[config.mk]
export PLATFORM = sky130hd
export DESIGN_NAME = piecewise_linear_lookup
export DESIGN_NICKNAME = d
export VERILOG_FILES = /design/src/design/plwl_pkg.sv /design/src/design/plwl_div.sv /design/src/design/plwl_dp.sv /design/src/design/plwl_ctrl.sv /design/src/design/piecewise_linear_lookup.sv
export SDC_FILE = /design/constraint.sdc
export NUM_CORES = 2
export LEC_CHECK = 0
export ABC_AREA = 1
export BUFFER_PORTS_ARGS = -buffer_cell sky130_fd_sc_hd__buf_2
export CORE_UTILIZATION = 58
export CTS_CLUSTER_SIZE = 16
export DETAILED_ROUTE_END_ITERATION = 10
export HOLD_SLACK_MARGIN = 0.15
export PLACE_DENSITY = 0.84
export SYNTH_ARGS = -nofsm -noshare
export SYNTH_HDL_FRONTEND = slang
export SYNTH_SLANG_ARGS = --single-unit
[constraint.sdc]
create_clock -name clk_i -period 6.55 [get_ports clk_i]
set_input_delay 0.655 -clock clk_i [delete_from_list [all_inputs] [get_ports clk_i]]
set_output_delay 0.655 -clock clk_i [all_outputs]
set_load 0.005 [all_outputs]
[src/design/plwl_pkg.sv]
package plwl_pkg;

  localparam int TableDepthDef   = 32;
  localparam int FractionBitsDef = 8;
  localparam int PointW          = 16;
  localparam int ValueW          = 24;
  localparam int ValueMax        = 8388607;
  localparam int ValueMin        = -8388608;

  typedef enum logic {
    OpLoad  = 1'b0,
    OpQuery = 1'b1
  } plwl_op_e;

  typedef enum logic [1:0] {
    StFound     = 2'd0,
    StUncovered = 2'd1,
    StStored    = 2'd2,
    StDropped   = 2'd3
  } plwl_status_e;

  typedef struct packed {
    logic              op;
    logic [PointW-1:0] point_x;
    logic [PointW-1:0] point_y;
    logic [ValueW-1:0] query_x;
  } plwl_in_t;

  typedef struct packed {
    logic [ValueW-1:0] value;
    logic [1:0]        status;
  } plwl_out_t;

  typedef struct packed {
    logic [PointW-1:0] x;
    logic [PointW-1:0] y;
  } plwl_entry_t;

  // Commands from the controller to the datapath
  typedef struct packed {
    logic         accept;
    logic         scan_start;
    logic         scan_rd;
    logic         scan_adv;
    logic         hit;
    logic         mul;
    logic         sum;
    logic         div_start;
    logic         div_take;
    logic         ins_start;
    logic         ins_rd;
    logic         ins_shift;
    logic         ins_write;
    logic         set_res;
    plwl_status_e res_code;
    logic         out_load;
  } plwl_cmd_t;

  // Status from the datapath to the controller
  typedef struct packed {
    logic full;
    logic idx_zero;
    logic scan_end;
    logic match;
    logic interval;
    logic shift_needed;
    logic div_done;
  } plwl_sts_t;

endpackage

[src/design/plwl_div.sv]
module plwl_div import plwl_pkg::*; #(
  parameter int DIVIDEND_W = 2 * PointW + 1 + FractionBitsDef,
  parameter int QUOT_W     = PointW + 1 + FractionBitsDef
) (
  input  logic                             clk_i,
  input  logic                             rst_ni,
  input  logic                             start_i,
  input  logic [DIVIDEND_W-1:0]            dividend_i,
  input  logic [DIVIDEND_W-QUOT_W-1:0]     divisor_i,
  output logic                             done_o,
  output logic [QUOT_W-1:0]                quot_o
);

  localparam int DivisorW = DIVIDEND_W - QUOT_W;
  localparam int CntW     = $clog2(QUOT_W + 1);

  logic [DivisorW-1:0] rem_q;
  logic [QUOT_W-1:0]   dq_q;
  logic [CntW-1:0]     cnt_q;
  logic                done_q;
  logic [DivisorW:0]   trial;
  logic [DivisorW:0]   diff;
  logic                fits;

  // Restoring division, one quotient bit per cycle; the caller guarantees
  // the upper dividend part is below the divisor.
  assign trial = {rem_q, dq_q[QUOT_W-1]};
  assign fits  = trial >= {1'b0, divisor_i};
  assign diff  = trial - {1'b0, divisor_i};

  always_ff @(posedge clk_i or negedge rst_ni) begin
    if (!rst_ni) begin
      cnt_q  <= '0;
      done_q <= 1'b0;
    end else begin
      if (start_i) begin
        cnt_q <= CntW'(QUOT_W);
      end else if (cnt_q != '0) begin
        cnt_q <= cnt_q - CntW'(1);
      end
      done_q <= !start_i && (cnt_q == CntW'(1));
    end
  end

  always_ff @(posedge clk_i) begin
    if (start_i) begin
      rem_q <= dividend_i[DIVIDEND_W-1:QUOT_W];
      dq_q  <= dividend_i[QUOT_W-1:0];
    end else if (cnt_q != '0) begin
      rem_q <= fits ? diff[DivisorW-1:0] : trial[DivisorW-1:0];
      dq_q  <= {dq_q[QUOT_W-2:0], fits};
    end
  end

  assign done_o = done_q;
  assign quot_o = dq_q;

endmodule

[src/design/plwl_dp.sv]
module plwl_dp import plwl_pkg::*; #(
  parameter int TABLE_DEPTH   = TableDepthDef,
  parameter int FRACTION_BITS = FractionBitsDef
) (
  input  logic      clk_i,
  input  logic      rst_ni,
  input  plwl_in_t  in_data_i,
  input  plwl_cmd_t cmd_i,
  output plwl_sts_t sts_o,
  output plwl_out_t out_data_o
);

  localparam int IdxW = $clog2(TABLE_DEPTH);
  localparam int CntW = $clog2(TABLE_DEPTH + 1);
  localparam int XaW  = PointW + FRACTION_BITS;
  localparam int CmpW = ((XaW > ValueW) ? XaW : ValueW) + 1;
  localparam int TW   = XaW;
  localparam int QW   = PointW + 1 + FRACTION_BITS;
  localparam int DivW = QW + PointW;
  localparam int NumW = DivW + 2;
  localparam int P1W  = 2 * PointW + 1;
  localparam int P2W  = PointW + 1 + TW + 1;
  localparam int SW   = QW + 1;
  localparam int SatW = ((SW > ValueW) ? SW : ValueW) + 1;

  localparam logic signed [SatW-1:0] SatMax = SatW'(ValueMax);
  localparam logic signed [SatW-1:0] SatMin = SatW'(ValueMin);

  plwl_in_t    item_q;
  logic [CntW-1:0] count_q;
  logic [CntW-1:0] idx_q;
  logic [CntW-1:0] idx_m1;
  plwl_entry_t mem [TABLE_DEPTH];
  plwl_entry_t rd_q;
  plwl_entry_t prev_q;
  logic        prev_vld_q;

  logic            mem_we;
  logic            mem_re;
  logic [IdxW-1:0] mem_wa;
  logic [IdxW-1:0] mem_ra;
  plwl_entry_t     mem_wd;

  logic signed [CmpW-1:0] q_ext;
  logic signed [CmpW-1:0] xa_cur;
  logic signed [CmpW-1:0] xa_prev;
  logic signed [CmpW-1:0] t_full;
  logic [PointW:0]        x_diff;
  logic [PointW:0]        y_diff;

  logic [PointW-1:0]        d_q;
  logic signed [PointW:0]   dy_q;
  logic [TW-1:0]            t_q;
  logic signed [PointW-1:0] y1_q;
  logic signed [P1W-1:0]    p1_q;
  logic signed [P2W-1:0]    p2_q;
  logic signed [NumW-1:0]   p1_ext;
  logic signed [NumW-1:0]   p2_ext;
  logic signed [NumW-1:0]   num;
  logic [NumW-1:0]          mag_full;
  logic                     neg_q;
  logic [DivW-1:0]          mag_q;

  logic                   div_done;
  logic [QW-1:0]          quot;
  logic [SW-1:0]          quot_u;
  logic signed [SW-1:0]   quot_s;
  logic signed [SW-1:0]   y_one;
  logic signed [SW-1:0]   sat_in;
  logic signed [SatW-1:0] sat_ext;
  logic [ValueW-1:0]      sat_val;

  logic [ValueW-1:0] res_value_q;
  logic [1:0]        res_status_q;
  plwl_out_t         out_q;

  // Table memory: one write and one registered read per cycle
  assign idx_m1 = idx_q - CntW'(1);
  assign mem_we = cmd_i.ins_shift || cmd_i.ins_write;
  assign mem_wa = idx_q[IdxW-1:0];
  assign mem_wd = cmd_i.ins_write ? plwl_entry_t'({item_q.point_x, item_q.point_y}) : rd_q;
  assign mem_re = cmd_i.scan_rd || cmd_i.ins_rd;
  assign mem_ra = cmd_i.ins_rd ? idx_m1[IdxW-1:0] : idx_q[IdxW-1:0];

  always_ff @(posedge clk_i) begin
    if (mem_we) begin
      mem[mem_wa] <= mem_wd;
    end
    if (mem_re) begin
      rd_q <= mem[mem_ra];
    end
  end

  // Compare in the query's fixed-point format
  assign q_ext   = $signed({{(CmpW-ValueW){item_q.query_x[ValueW-1]}}, item_q.query_x});
  assign xa_cur  = $signed({{(CmpW-PointW){rd_q.x[PointW-1]}}, rd_q.x}) <<< FRACTION_BITS;
  assign xa_prev = $signed({{(CmpW-PointW){prev_q.x[PointW-1]}}, prev_q.x}) <<< FRACTION_BITS;
  assign t_full  = q_ext - xa_prev;
  assign x_diff  = {rd_q.x[PointW-1], rd_q.x} - {prev_q.x[PointW-1], prev_q.x};
  assign y_diff  = {rd_q.y[PointW-1], rd_q.y} - {prev_q.y[PointW-1], prev_q.y};

  assign sts_o.full         = count_q == CntW'(TABLE_DEPTH);
  assign sts_o.idx_zero     = idx_q == '0;
  assign sts_o.scan_end     = idx_q == count_q;
  assign sts_o.match        = xa_cur == q_ext;
  assign sts_o.interval     = prev_vld_q && (xa_prev < q_ext) && (q_ext < xa_cur);
  assign sts_o.shift_needed = $signed(rd_q.x) > $signed(item_q.point_x);
  assign sts_o.div_done     = div_done;

  // Numerator y1*one*d + dy*(q-xa); magnitude goes to the divider
  assign p1_ext   = $signed({{(NumW-P1W){p1_q[P1W-1]}}, p1_q});
  assign p2_ext   = $signed({{(NumW-P2W){p2_q[P2W-1]}}, p2_q});
  assign num      = (p1_ext <<< FRACTION_BITS) + p2_ext;
  assign mag_full = num[NumW-1] ? NumW'(-num) : NumW'(num);

  plwl_div #(
    .DIVIDEND_W (DivW),
    .QUOT_W     (QW)
  ) u_div (
    .clk_i      (clk_i),
    .rst_ni     (rst_ni),
    .start_i    (cmd_i.div_start),
    .dividend_i (mag_q),
    .divisor_i  (d_q),
    .done_o     (div_done),
    .quot_o     (quot)
  );

  // Sign, then clamp to the value range
  assign quot_u  = {1'b0, quot};
  assign quot_s  = neg_q ? $signed(-quot_u) : $signed(quot_u);
  assign y_one   = $signed({{(SW-PointW){rd_q.y[PointW-1]}}, rd_q.y}) <<< FRACTION_BITS;
  assign sat_in  = cmd_i.div_take ? quot_s : y_one;
  assign sat_ext = $signed({{(SatW-SW){sat_in[SW-1]}}, sat_in});

  always_comb begin
    priority if (sat_ext > SatMax) begin
      sat_val = SatMax[ValueW-1:0];
    end else if (sat_ext < SatMin) begin
      sat_val = SatMin[ValueW-1:0];
    end else begin
      sat_val = sat_ext[ValueW-1:0];
    end
  end

  always_ff @(posedge clk_i or negedge rst_ni) begin
    if (!rst_ni) begin
      count_q    <= '0;
      idx_q      <= '0;
      prev_vld_q <= 1'b0;
    end else begin
      priority if (cmd_i.scan_start) begin
        idx_q <= '0;
      end else if (cmd_i.ins_start) begin
        idx_q <= count_q;
      end else if (cmd_i.scan_rd) begin
        idx_q <= idx_q + CntW'(1);
      end else if (cmd_i.ins_shift) begin
        idx_q <= idx_m1;
      end
      if (cmd_i.ins_write) begin
        count_q <= count_q + CntW'(1);
      end
      if (cmd_i.scan_start) begin
        prev_vld_q <= 1'b0;
      end else if (cmd_i.scan_adv) begin
        prev_vld_q <= 1'b1;
      end
    end
  end

  always_ff @(posedge clk_i) begin
    if (cmd_i.accept) begin
      item_q <= in_data_i;
    end
    if (cmd_i.scan_adv) begin
      prev_q <= rd_q;
    end
    if (cmd_i.hit) begin
      d_q  <= x_diff[PointW-1:0];
      dy_q <= $signed(y_diff);
      t_q  <= t_full[TW-1:0];
      y1_q <= $signed(prev_q.y);
    end
    if (cmd_i.mul) begin
      p1_q <= y1_q * $signed({1'b0, d_q});
      p2_q <= dy_q * $signed({1'b0, t_q});
    end
    if (cmd_i.sum) begin
      neg_q <= num[NumW-1];
      mag_q <= mag_full[DivW-1:0];
    end
    priority if (cmd_i.set_res) begin
      res_value_q  <= '0;
      res_status_q <= cmd_i.res_code;
    end else if (cmd_i.div_take || (cmd_i.hit && sts_o.match)) begin
      res_value_q  <= sat_val;
      res_status_q <= StFound;
    end
    if (cmd_i.out_load) begin
      out_q.value  <= res_value_q;
      out_q.status <= res_status_q;
    end
  end

  assign out_data_o = out_q;

endmodule

[src/design/plwl_ctrl.sv]
module plwl_ctrl import plwl_pkg::*; (
  input  logic      clk_i,
  input  logic      rst_ni,
  input  logic      in_valid_i,
  input  logic      in_op_i,
  output logic      in_ready_o,
  input  logic      out_ready_i,
  output logic      out_valid_o,
  output plwl_cmd_t cmd_o,
  input  plwl_sts_t sts_i
);

  localparam logic [3:0] S_IDLE    = 4'd0;
  localparam logic [3:0] S_SCAN    = 4'd1;
  localparam logic [3:0] S_MUL     = 4'd2;
  localparam logic [3:0] S_SUM     = 4'd3;
  localparam logic [3:0] S_DIV     = 4'd4;
  localparam logic [3:0] S_DIVW    = 4'd5;
  localparam logic [3:0] S_INS_RD  = 4'd6;
  localparam logic [3:0] S_INS_CMP = 4'd7;
  localparam logic [3:0] S_DONE    = 4'd8;

  logic [3:0] state_q, state_d;
  logic       chk_q, chk_d;
  logic       out_valid_q, out_valid_d;
  plwl_cmd_t  cmd;

  always_comb begin
    cmd     = '0;
    state_d = state_q;
    chk_d   = 1'b0;
    unique case (state_q)
      S_IDLE: begin
        if (in_valid_i) begin
          cmd.accept = 1'b1;
          if (in_op_i == OpQuery) begin
            cmd.scan_start = 1'b1;
            state_d        = S_SCAN;
          end else if (sts_i.full) begin
            cmd.set_res  = 1'b1;
            cmd.res_code = StDropped;
            state_d      = S_DONE;
          end else begin
            cmd.ins_start = 1'b1;
            state_d       = S_INS_RD;
          end
        end
      end
      S_SCAN: begin
        // Check the entry read last cycle while reading the next one
        if (chk_q && (sts_i.match || sts_i.interval)) begin
          cmd.hit = 1'b1;
          state_d = sts_i.match ? S_DONE : S_MUL;
        end else begin
          cmd.scan_adv = chk_q;
          if (!sts_i.scan_end) begin
            cmd.scan_rd = 1'b1;
            chk_d       = 1'b1;
          end else begin
            cmd.set_res  = 1'b1;
            cmd.res_code = StUncovered;
            state_d      = S_DONE;
          end
        end
      end
      S_MUL: begin
        cmd.mul = 1'b1;
        state_d = S_SUM;
      end
      S_SUM: begin
        cmd.sum = 1'b1;
        state_d = S_DIV;
      end
      S_DIV: begin
        cmd.div_start = 1'b1;
        state_d       = S_DIVW;
      end
      S_DIVW: begin
        if (sts_i.div_done) begin
          cmd.div_take = 1'b1;
          state_d      = S_DONE;
        end
      end
      S_INS_RD: begin
        if (sts_i.idx_zero) begin
          cmd.ins_write = 1'b1;
          cmd.set_res   = 1'b1;
          cmd.res_code  = StStored;
          state_d       = S_DONE;
        end else begin
          cmd.ins_rd = 1'b1;
          state_d    = S_INS_CMP;
        end
      end
      S_INS_CMP: begin
        // Move larger entries up one slot until the insert point is found
        if (sts_i.shift_needed) begin
          cmd.ins_shift = 1'b1;
          state_d       = S_INS_RD;
        end else begin
          cmd.ins_write = 1'b1;
          cmd.set_res   = 1'b1;
          cmd.res_code  = StStored;
          state_d       = S_DONE;
        end
      end
      S_DONE: begin
        if (!out_valid_q || out_ready_i) begin
          cmd.out_load = 1'b1;
          state_d      = S_IDLE;
        end
      end
      default: begin
        state_d = S_IDLE;
      end
    endcase
  end

  assign out_valid_d = (out_valid_q && !out_ready_i) || cmd.out_load;

  always_ff @(posedge clk_i or negedge rst_ni) begin
    if (!rst_ni) begin
      state_q     <= S_IDLE;
      chk_q       <= 1'b0;
      out_valid_q <= 1'b0;
    end else begin
      state_q     <= state_d;
      chk_q       <= chk_d;
      out_valid_q <= out_valid_d;
    end
  end

  assign in_ready_o  = state_q == S_IDLE;
  assign out_valid_o = out_valid_q;
  assign cmd_o       = cmd;

endmodule

[src/design/piecewise_linear_lookup.sv]
// Piecewise-linear lookup table.
// Input channel (in_valid_i / in_ready_o / in_data_i): each transfer is either
// a load, which inserts an (x, y) breakpoint into a table kept sorted by
// ascending x, or a query, which returns y for a signed fixed-point x by
// exact match or linear interpolation between neighboring breakpoints.
// Output channel (out_valid_o / out_ready_i / out_data_o): one transfer per
// input transfer, in order, carrying the value and a status code.
// Timing: one item is worked on at a time. A query scans the table one entry
// per cycle through the memory read port; to interpolate, it then runs a
// multiply step, a sum step and a bit-serial divider. A load moves every
// larger entry up one slot, reading it and then writing it back, before it
// writes the new point into the slot left free.
// Reset clears the entry count, not the table contents; no clearing pass over the memory.
// The output register lets the next item be taken while a result waits;
// if the receiver stalls, the following result holds until the register
// frees and the input stays not ready meanwhile.
module piecewise_linear_lookup import plwl_pkg::*; #(
  parameter int TABLE_DEPTH   = TableDepthDef,
  parameter int FRACTION_BITS = FractionBitsDef
) (
  input  logic      clk_i,
  input  logic      rst_ni,
  input  logic      in_valid_i,
  output logic      in_ready_o,
  input  plwl_in_t  in_data_i,
  output logic      out_valid_o,
  input  logic      out_ready_i,
  output plwl_out_t out_data_o
);

  plwl_cmd_t cmd;
  plwl_sts_t sts;

  // Sequencer: scan, insert, arithmetic steps and output hand-off
  plwl_ctrl u_ctrl (
    .clk_i       (clk_i),
    .rst_ni      (rst_ni),
    .in_valid_i  (in_valid_i),
    .in_op_i     (in_data_i.op),
    .in_ready_o  (in_ready_o),
    .out_ready_i (out_ready_i),
    .out_valid_o (out_valid_o),
    .cmd_o       (cmd),
    .sts_i       (sts)
  );

  // Table memory, comparators, multipliers, divider and result registers
  plwl_dp #(
    .TABLE_DEPTH   (TABLE_DEPTH),
    .FRACTION_BITS (FRACTION_BITS)
  ) u_dp (
    .clk_i      (clk_i),
    .rst_ni     (rst_ni),
    .in_data_i  (in_data_i),
    .cmd_i      (cmd),
    .sts_o      (sts),
    .out_data_o (out_data_o)
  );

  // Drop ready for the cycle after a transfer: the item is now in progress
  a_busy_after_accept : assert property (@(posedge clk_i) disable iff (!rst_ni)
    (in_valid_i && in_ready_o) |=> !in_ready_o)
    else $error("input ready right after a transfer");

  // Never write a new breakpoint into a full table
  a_insert_room : assert property (@(posedge clk_i) disable iff (!rst_ni)
    cmd.ins_write |-> !sts.full)
    else $error("breakpoint written into a full table");

  // Never read past the stored entries during a scan
  a_scan_bound : assert property (@(posedge clk_i) disable iff (!rst_ni)
    cmd.scan_rd |-> !sts.scan_end)
    else $error("scan read beyond the entry count");

  // Load results carry a zero value
  a_load_zero : assert property (@(posedge clk_i) disable iff (!rst_ni)
    (out_valid_o && (out_data_o.status == StStored || out_data_o.status == StDropped))
      |-> (out_data_o.value == '0))
    else $error("load result with nonzero value");

endmodule

; Word level (Yosys, flattened, before mapping)
; Memories as Yosys holds them, arrays and structs flattened. A register that Yosys moved wholly into a read port is not among the register bits.
; Cells that the tools add are included.
[totals]
ramBits = 1024
reg_bits = 396
input_bits = 61
n_memories = 1
out_inout_bits = 28
[op_classes]
addsub = 11
mux = 68
n_mul = 2
n_lt_le_gt_ge = 6
reduce_logical = 23
n_eq_ne = 16
[memory_table]
columns = memory, words, word_bits, rd, rd_clocked_by_memory_dff, write_ports, line
row1 = u_dp.mem, 32, 32, 1, 1, 1, plwl_dp.sv:33  ; plwl_entry_t mem [TABLE_DEPTH];
[op_table]
columns = operator, count
row1 = $mux 26, 2
row2 = $mux 25, 2
row3 = $lt 24x24->1, 2
row4 = $mux 16, 3
row5 = $mux 24, 2
row6 = $mux 4, 12
row7 = $add 41x42->43, 1
row8 = $mul 17x25->42, 1
row9 = $mux 41, 1
row10 = $neg 41->41, 1
row11 = $pmux 4 s9, 1
row12 = $mul 16x17->33, 1
row13 = $mux 32, 1
row14 = $sub 16x16->16, 2
row15 = $gt 26x24->1 const B, 1
row16 = $lt 26x24->1 const B, 1
row17 = $neg 25->26, 1
row18 = $eq 24x24->1, 1
row19 = $mux 1, 24
row20 = $mux 6, 4
row21 = $sub 24x24->24, 1
row22 = $mux 3, 6
row23 = $ge 17x16->1, 1
row24 = $sub 16x16->17, 1
row25 = 27 further kinds, 53

; Depth between registers and ports, before layout
[depth]
depth_word = 11
ltp_mapped = 30
depth_no_buf = 28

; Hierarchy
; From an unflattened synthesis, not the netlist that was laid out.
[unflattened]
cells_unflattened = 8491
hier_area_um2 = 86631.8
[modules_own_cells]
columns = module, area_each_um2, cells_per_inst, instances
row1 = plwl_dp, 82675.5, 7923, 1
row2 = plwl_div, 3382.0, 468, 1
row3 = plwl_ctrl, 574.3, 100, 1

; Worst setup path after synthesis
; No wires, ideal clock.
[synth_path]
path_kind = reg-to-reg
start = reg u_ctrl.state_q[2]
end = reg u_ctrl.state_q[0]
stages_incl_launch_ff = 6
setup_slack_ps = 153
arrival_time_ps = 6298
required_ps = 6451
synth_period_minus_slack_ps = 6397
cell_sequence = dfrtp_1 > nor2_1 > inv_1 > nor3_1 > nor4_1 > o21ai_0
[synth_via]
elab_chain_cells = 3
elab_cells_between_ends = 15
classes_between = eq/ne: 12 / mux: 1 / reduce/logical: 2
[synth_lines]
columns = item, line
row1 = from (decl), plwl_ctrl.sv:23  ; logic [3:0] state_q, state_d;
row2 = from (signal assigned), plwl_ctrl.sv:127  ; state_q <= state_d;
row3 = "$eq 4x1->1, or another cell as far along", plwl_ctrl.sv:32  ; unique case (state_q)
row4 = "$ne 3x1->1 (no line), or another cell as far along", -
row5 = $reduce_and 4->1 (no line), -
; Parallel ways exist; a longest one is shown, timed or not.
; A chain may end at the register's enable or synchronous reset.

; Worst setup path in the final report
[layout_path]
start = reg u_dp.t_q[4]
end = reg u_dp.p2_q[26] (data pin)
[layout_via]
elab_chain_cells = 1
[layout_lines]
columns = item, line
row1 = from (decl), plwl_dp.sv:53  ; logic [TW-1:0] t_q;
row2 = from (signal assigned), plwl_dp.sv:182  ; t_q <= t_full[TW-1:0];
row3 = $mul 17x25->42, plwl_dp.sv:187  ; p2_q <= dy_q * $signed({1'b0, t_q});
row4 = to (signal assigned), plwl_dp.sv:187
row5 = to (decl), plwl_dp.sv:56  ; logic signed [P2W-1:0] p2_q;
; Every way passes these cells.

==> results.cfg <==
[run_status]
status = finished clean

[timing]
fin_setup_tns_ps = 0
final.min_clock_period_ps = 6350
clock-skew-final_ps = 47.4
final.period_utilization_pct = 97.0
finalSetupViolCount = 0
relSlewSlack_pct = 0.776
finalMaxSlewViolations = 0
tightest_slew_ps = 1490
fmax_ghz = 0.157
finalHoldViolCount = 0

[synth]
ys.flop_type = edfxtp_1
synth_edf_count = 1403
synth_seq_cells = 1452
synth_fp_nets = 9406
synth_common_cells = nand2_1, edfxtp_1, inv_1
yosys-top-cells-area = edfxtp_1, fa_1, nand2_1, ha_1, inv_1
netlist.area_leader.share_pct = 48.7
synthArstFlopShare_pct = 1.72
yosysTopAreaCell = edfxtp_1
syn-cell-area_sq_mm = 0.0865
ys_warn_count = 0
synth_cells = 8413
yosysMostFrequentCell = nand2_1
yosysSeqAreaShare_pct = 50.0
ys_types = 55
avgSynthCellArea_sq_um = 10.3

[floorplan]
die_h_microns = 388
fp-row-count = 141
die_area_sq_mm = 0.151
coreArea_sq_mm = 0.148
chipWidth_microns = 388
initial_utilization_pct = 58.5
ios = 89

[power_and_ir_drop]
switching_share_pct = 42.8
p_int_w = 0.0227
pwr-share-seq_pct = 33.7
worst_ir_drop_vdd_uv = 425
clkPwrFrac_pct = 22.2
p_per_area_mw_per_mm2 = 417
p_leak_nw = 40.9
p_sw_w = 0.0170
pwr-share-comb_pct = 44.2

[place]
dpl_cell_area_sq_mm = 0.0894
hpwl_microns = 166000
finalWeightedCongestion = 0.960
portBuffers = 88

[finish]
layout.nets = 9526
finalInstanceArea_sq_mm = 0.0954
synthToLayoutAreaGrowth_pct = 10.3
drive_gt1_share_pct = 7.80
fill_cells = 10749

[worst_setup_path]
timing.rr.end = u_dp.p2_q[26]
worstSetupStartpoint = u_dp.t_q[4]
worstSetupEndpointType = flop
endpoint = u_dp.p2_q[26]
regToRegStartpoint = u_dp.t_q[4]
reg2regPathDepth = 23
cp.arrival_ps = 6870
critPathLaunchType = flop
reg2reg_slack_ps = 200
worstPathMaxFanout = 10
crit_type = reg -> reg
crit_required_ps = 7070

[cts]
cts-buffers-inserted = 148
clkSinkCount = 1452
cts_root_buffer = clkbuf_16
cts_buffer_depth = 3
clkTransAtPathRegs_ps = 60
clk_latency_ps = 810
cts_tree = built
htree_levels = 4

[routing]
vias = 64494
drc = 0
detail-route-antenna-nets = 0
drt_iter0_drc = 8535
viasPerCell = 6.09
dr.pass1.iters = 7
drt_wl_total_microns = 254000
wl_per_cell_microns = 24.0

[global_routing]
grt_pass1_vias = 64646
track_usage_pct = 33.5
grt_max_degree = 233
grt_pass1_wl_microns = 380000
antenna_found_initial = 9
grt-ovfl-total = 0

[run]
timing.max_cap.violations = 0

[worst_hold_path]
hold_class = in -> reg
==> sequential cells by signal, indices dropped and copies added (netlist names), 16 cells and up <==
signal / flops
u_dp.d_q: 16
u_dp.dy_q: 17
u_dp.item_q: 56
u_dp.mag_q: 41
u_dp.mem: 1024
u_dp.out_data_o: 26
u_dp.p1_q: 33
u_dp.p2_q: 42
u_dp.prev_q: 32
u_dp.rd_q: 32
u_dp.res_value_q: 24
u_dp.t_q: 24
u_dp.u_div.quot_o: 25
u_dp.u_div.rem_q: 16
u_dp.y1_q: 16
==> worst min-delay path by stage <==
stage	from	end	slack, ps	cells past startpoint
2_1_floorplan	rst_ni	u_ctrl.chk_q	360	0
3_5_place_dp	u_dp.res_value_q[18]	u_dp.out_data_o[20]	420	0
4_1_cts	in_data_i[53]	u_dp.item_q[53]	150	1
5_1_grt	in_data_i[53]	u_dp.item_q[53]	150	1
3_3_place_gp	u_dp.res_value_q[18]	u_dp.out_data_o[20]	420	0
6_report	in_data_i[53]	u_dp.item_q[53]	190	1
==> cell usage in the layout, fill, tap and decap left out, types with 27 or more instances in the layout <==
cell type | synthesis | final
a21oi_1 | 207 | 204
buf_2 | 139 | 88
buf_4 | 31 | 214
clkbuf_1 | 189 | 28
clkbuf_16 | 0 | 151
dlygate4sd3_1 | 0 | 48
edfxtp_1 | 1403 | 1403
fa_1 | 528 | 528
ha_1 | 404 | 404
inv_1 | 1334 | 1330
nand2_1 | 1545 | 1543
nand3_1 | 287 | 287
nand4_1 | 40 | 40
nor2_1 | 823 | 791
nor2_4 | 3 | 34
nor3_1 | 36 | 32
o211ai_1 | 76 | 76
o21ai_0 | 524 | 495
o21ai_1 | 171 | 180
o221ai_1 | 227 | 227
or2_2 | 27 | 27
xnor2_1 | 55 | 55
xor2_1 | 133 | 133
==> power by group through the flow <==
stage	Combinational, W	Sequential (W)	Clock, W
after floorplan	0.0115	0.0132	0
final	0.0175	0.0134	0.00881
after detailed placement	0.0168	0.0135	0
after global routing	0.0190	0.0134	0.00918
after CTS	0.0171	0.0133	0.00882
after global placement	0.0163	0.0135	0
==> metrics by stage <==
step / hold slack, ps / setup WS (ps) / total power (W) / instances / utilization, %
3_3_place_gp: 423 / 283 / 0.0298 / 10222 / 60.4
5_1_grt: 155 / -54.0 / 0.0416 / 10587 / 64.5
4_1_cts: 151 / 230 / 0.0392 / 10543 / 64.2
2_1_floorplan: 359 / 153 / 0.0247 / 8413 / -
6_report: 190 / 200 / 0.0397 / 10588 / 64.5
3_5_place_dp: 416 / 250 / 0.0303 / 10222 / 60.4
==> kinds of logic after synthesis <==
group	synth area share, %
buffers and inverters	8.11
adders and majority gates	18.1
AOI/OAI and AO/OA	8.77
DFF	50.0
xor gates and xnor gates	1.94
and+or+nand+nor	13.1
==> final cells by class <==
| type | count | area (sq um) | share of cell area (%) |
|---|---|---|---|
| clock inverter | 92 | 1160 | 1.22 |
| timing repair buffer | 370 | 2930 | 3.07 |
| tap | 1930 | 2410 | 2.53 |
| multi-input combinational | 5213 | 36600 | 38.4 |
| timing repair inverter | 1 | 5.00 | 0.00525 |
| antenna | 2 | 5.00 | 0.00525 |
| inverter | 1347 | 5080 | 5.33 |
| sequential | 1452 | 43200 | 45.3 |
| clock buffer | 181 | 3910 | 4.10 |
==> layer usage <==
metal  GRT usage [%]  up-vias  part of all wire (%)
met1            42.5    31080                    35
met2            53.9     4344                    47
li1                -    28136                     -
met3            7.24      926                    12
met5               0        -                 0.017
met4            18.1        8                   6.1
==> worst max-delay path, stage by stage, from the launching register on <==
cell and delay [ps]:
edfxtp_1 590, buf_4 270, nand2_1 70, inv_1 50
fa_1 470, inv_1 60, fa_1 540, inv_1 50
ha_1 180, fa_1 480, inv_1 60, fa_1 500
fa_1 500, inv_1 50, ha_1 330, a21oi_1 180
a21boi_0 340, o21ai_1 170, a21oi_1 450, o21ai_1 200
a21oi_1 330, o21ai_1 100, nand2_1 70, nand2_1 70
==> what timing repair did <==
| action | CTS | global route |
|---|---|---|
| hold endpoints to repair | 72 | 0 |
| resized for setup | 0 | 7 |
| endpoints found under the setup margin | 0 | 14 |
| buffers inserted | 0 | 42 |
| hold buffers | 48 | 0 |
No activity file was read; power rests on OpenSTA's default activity.
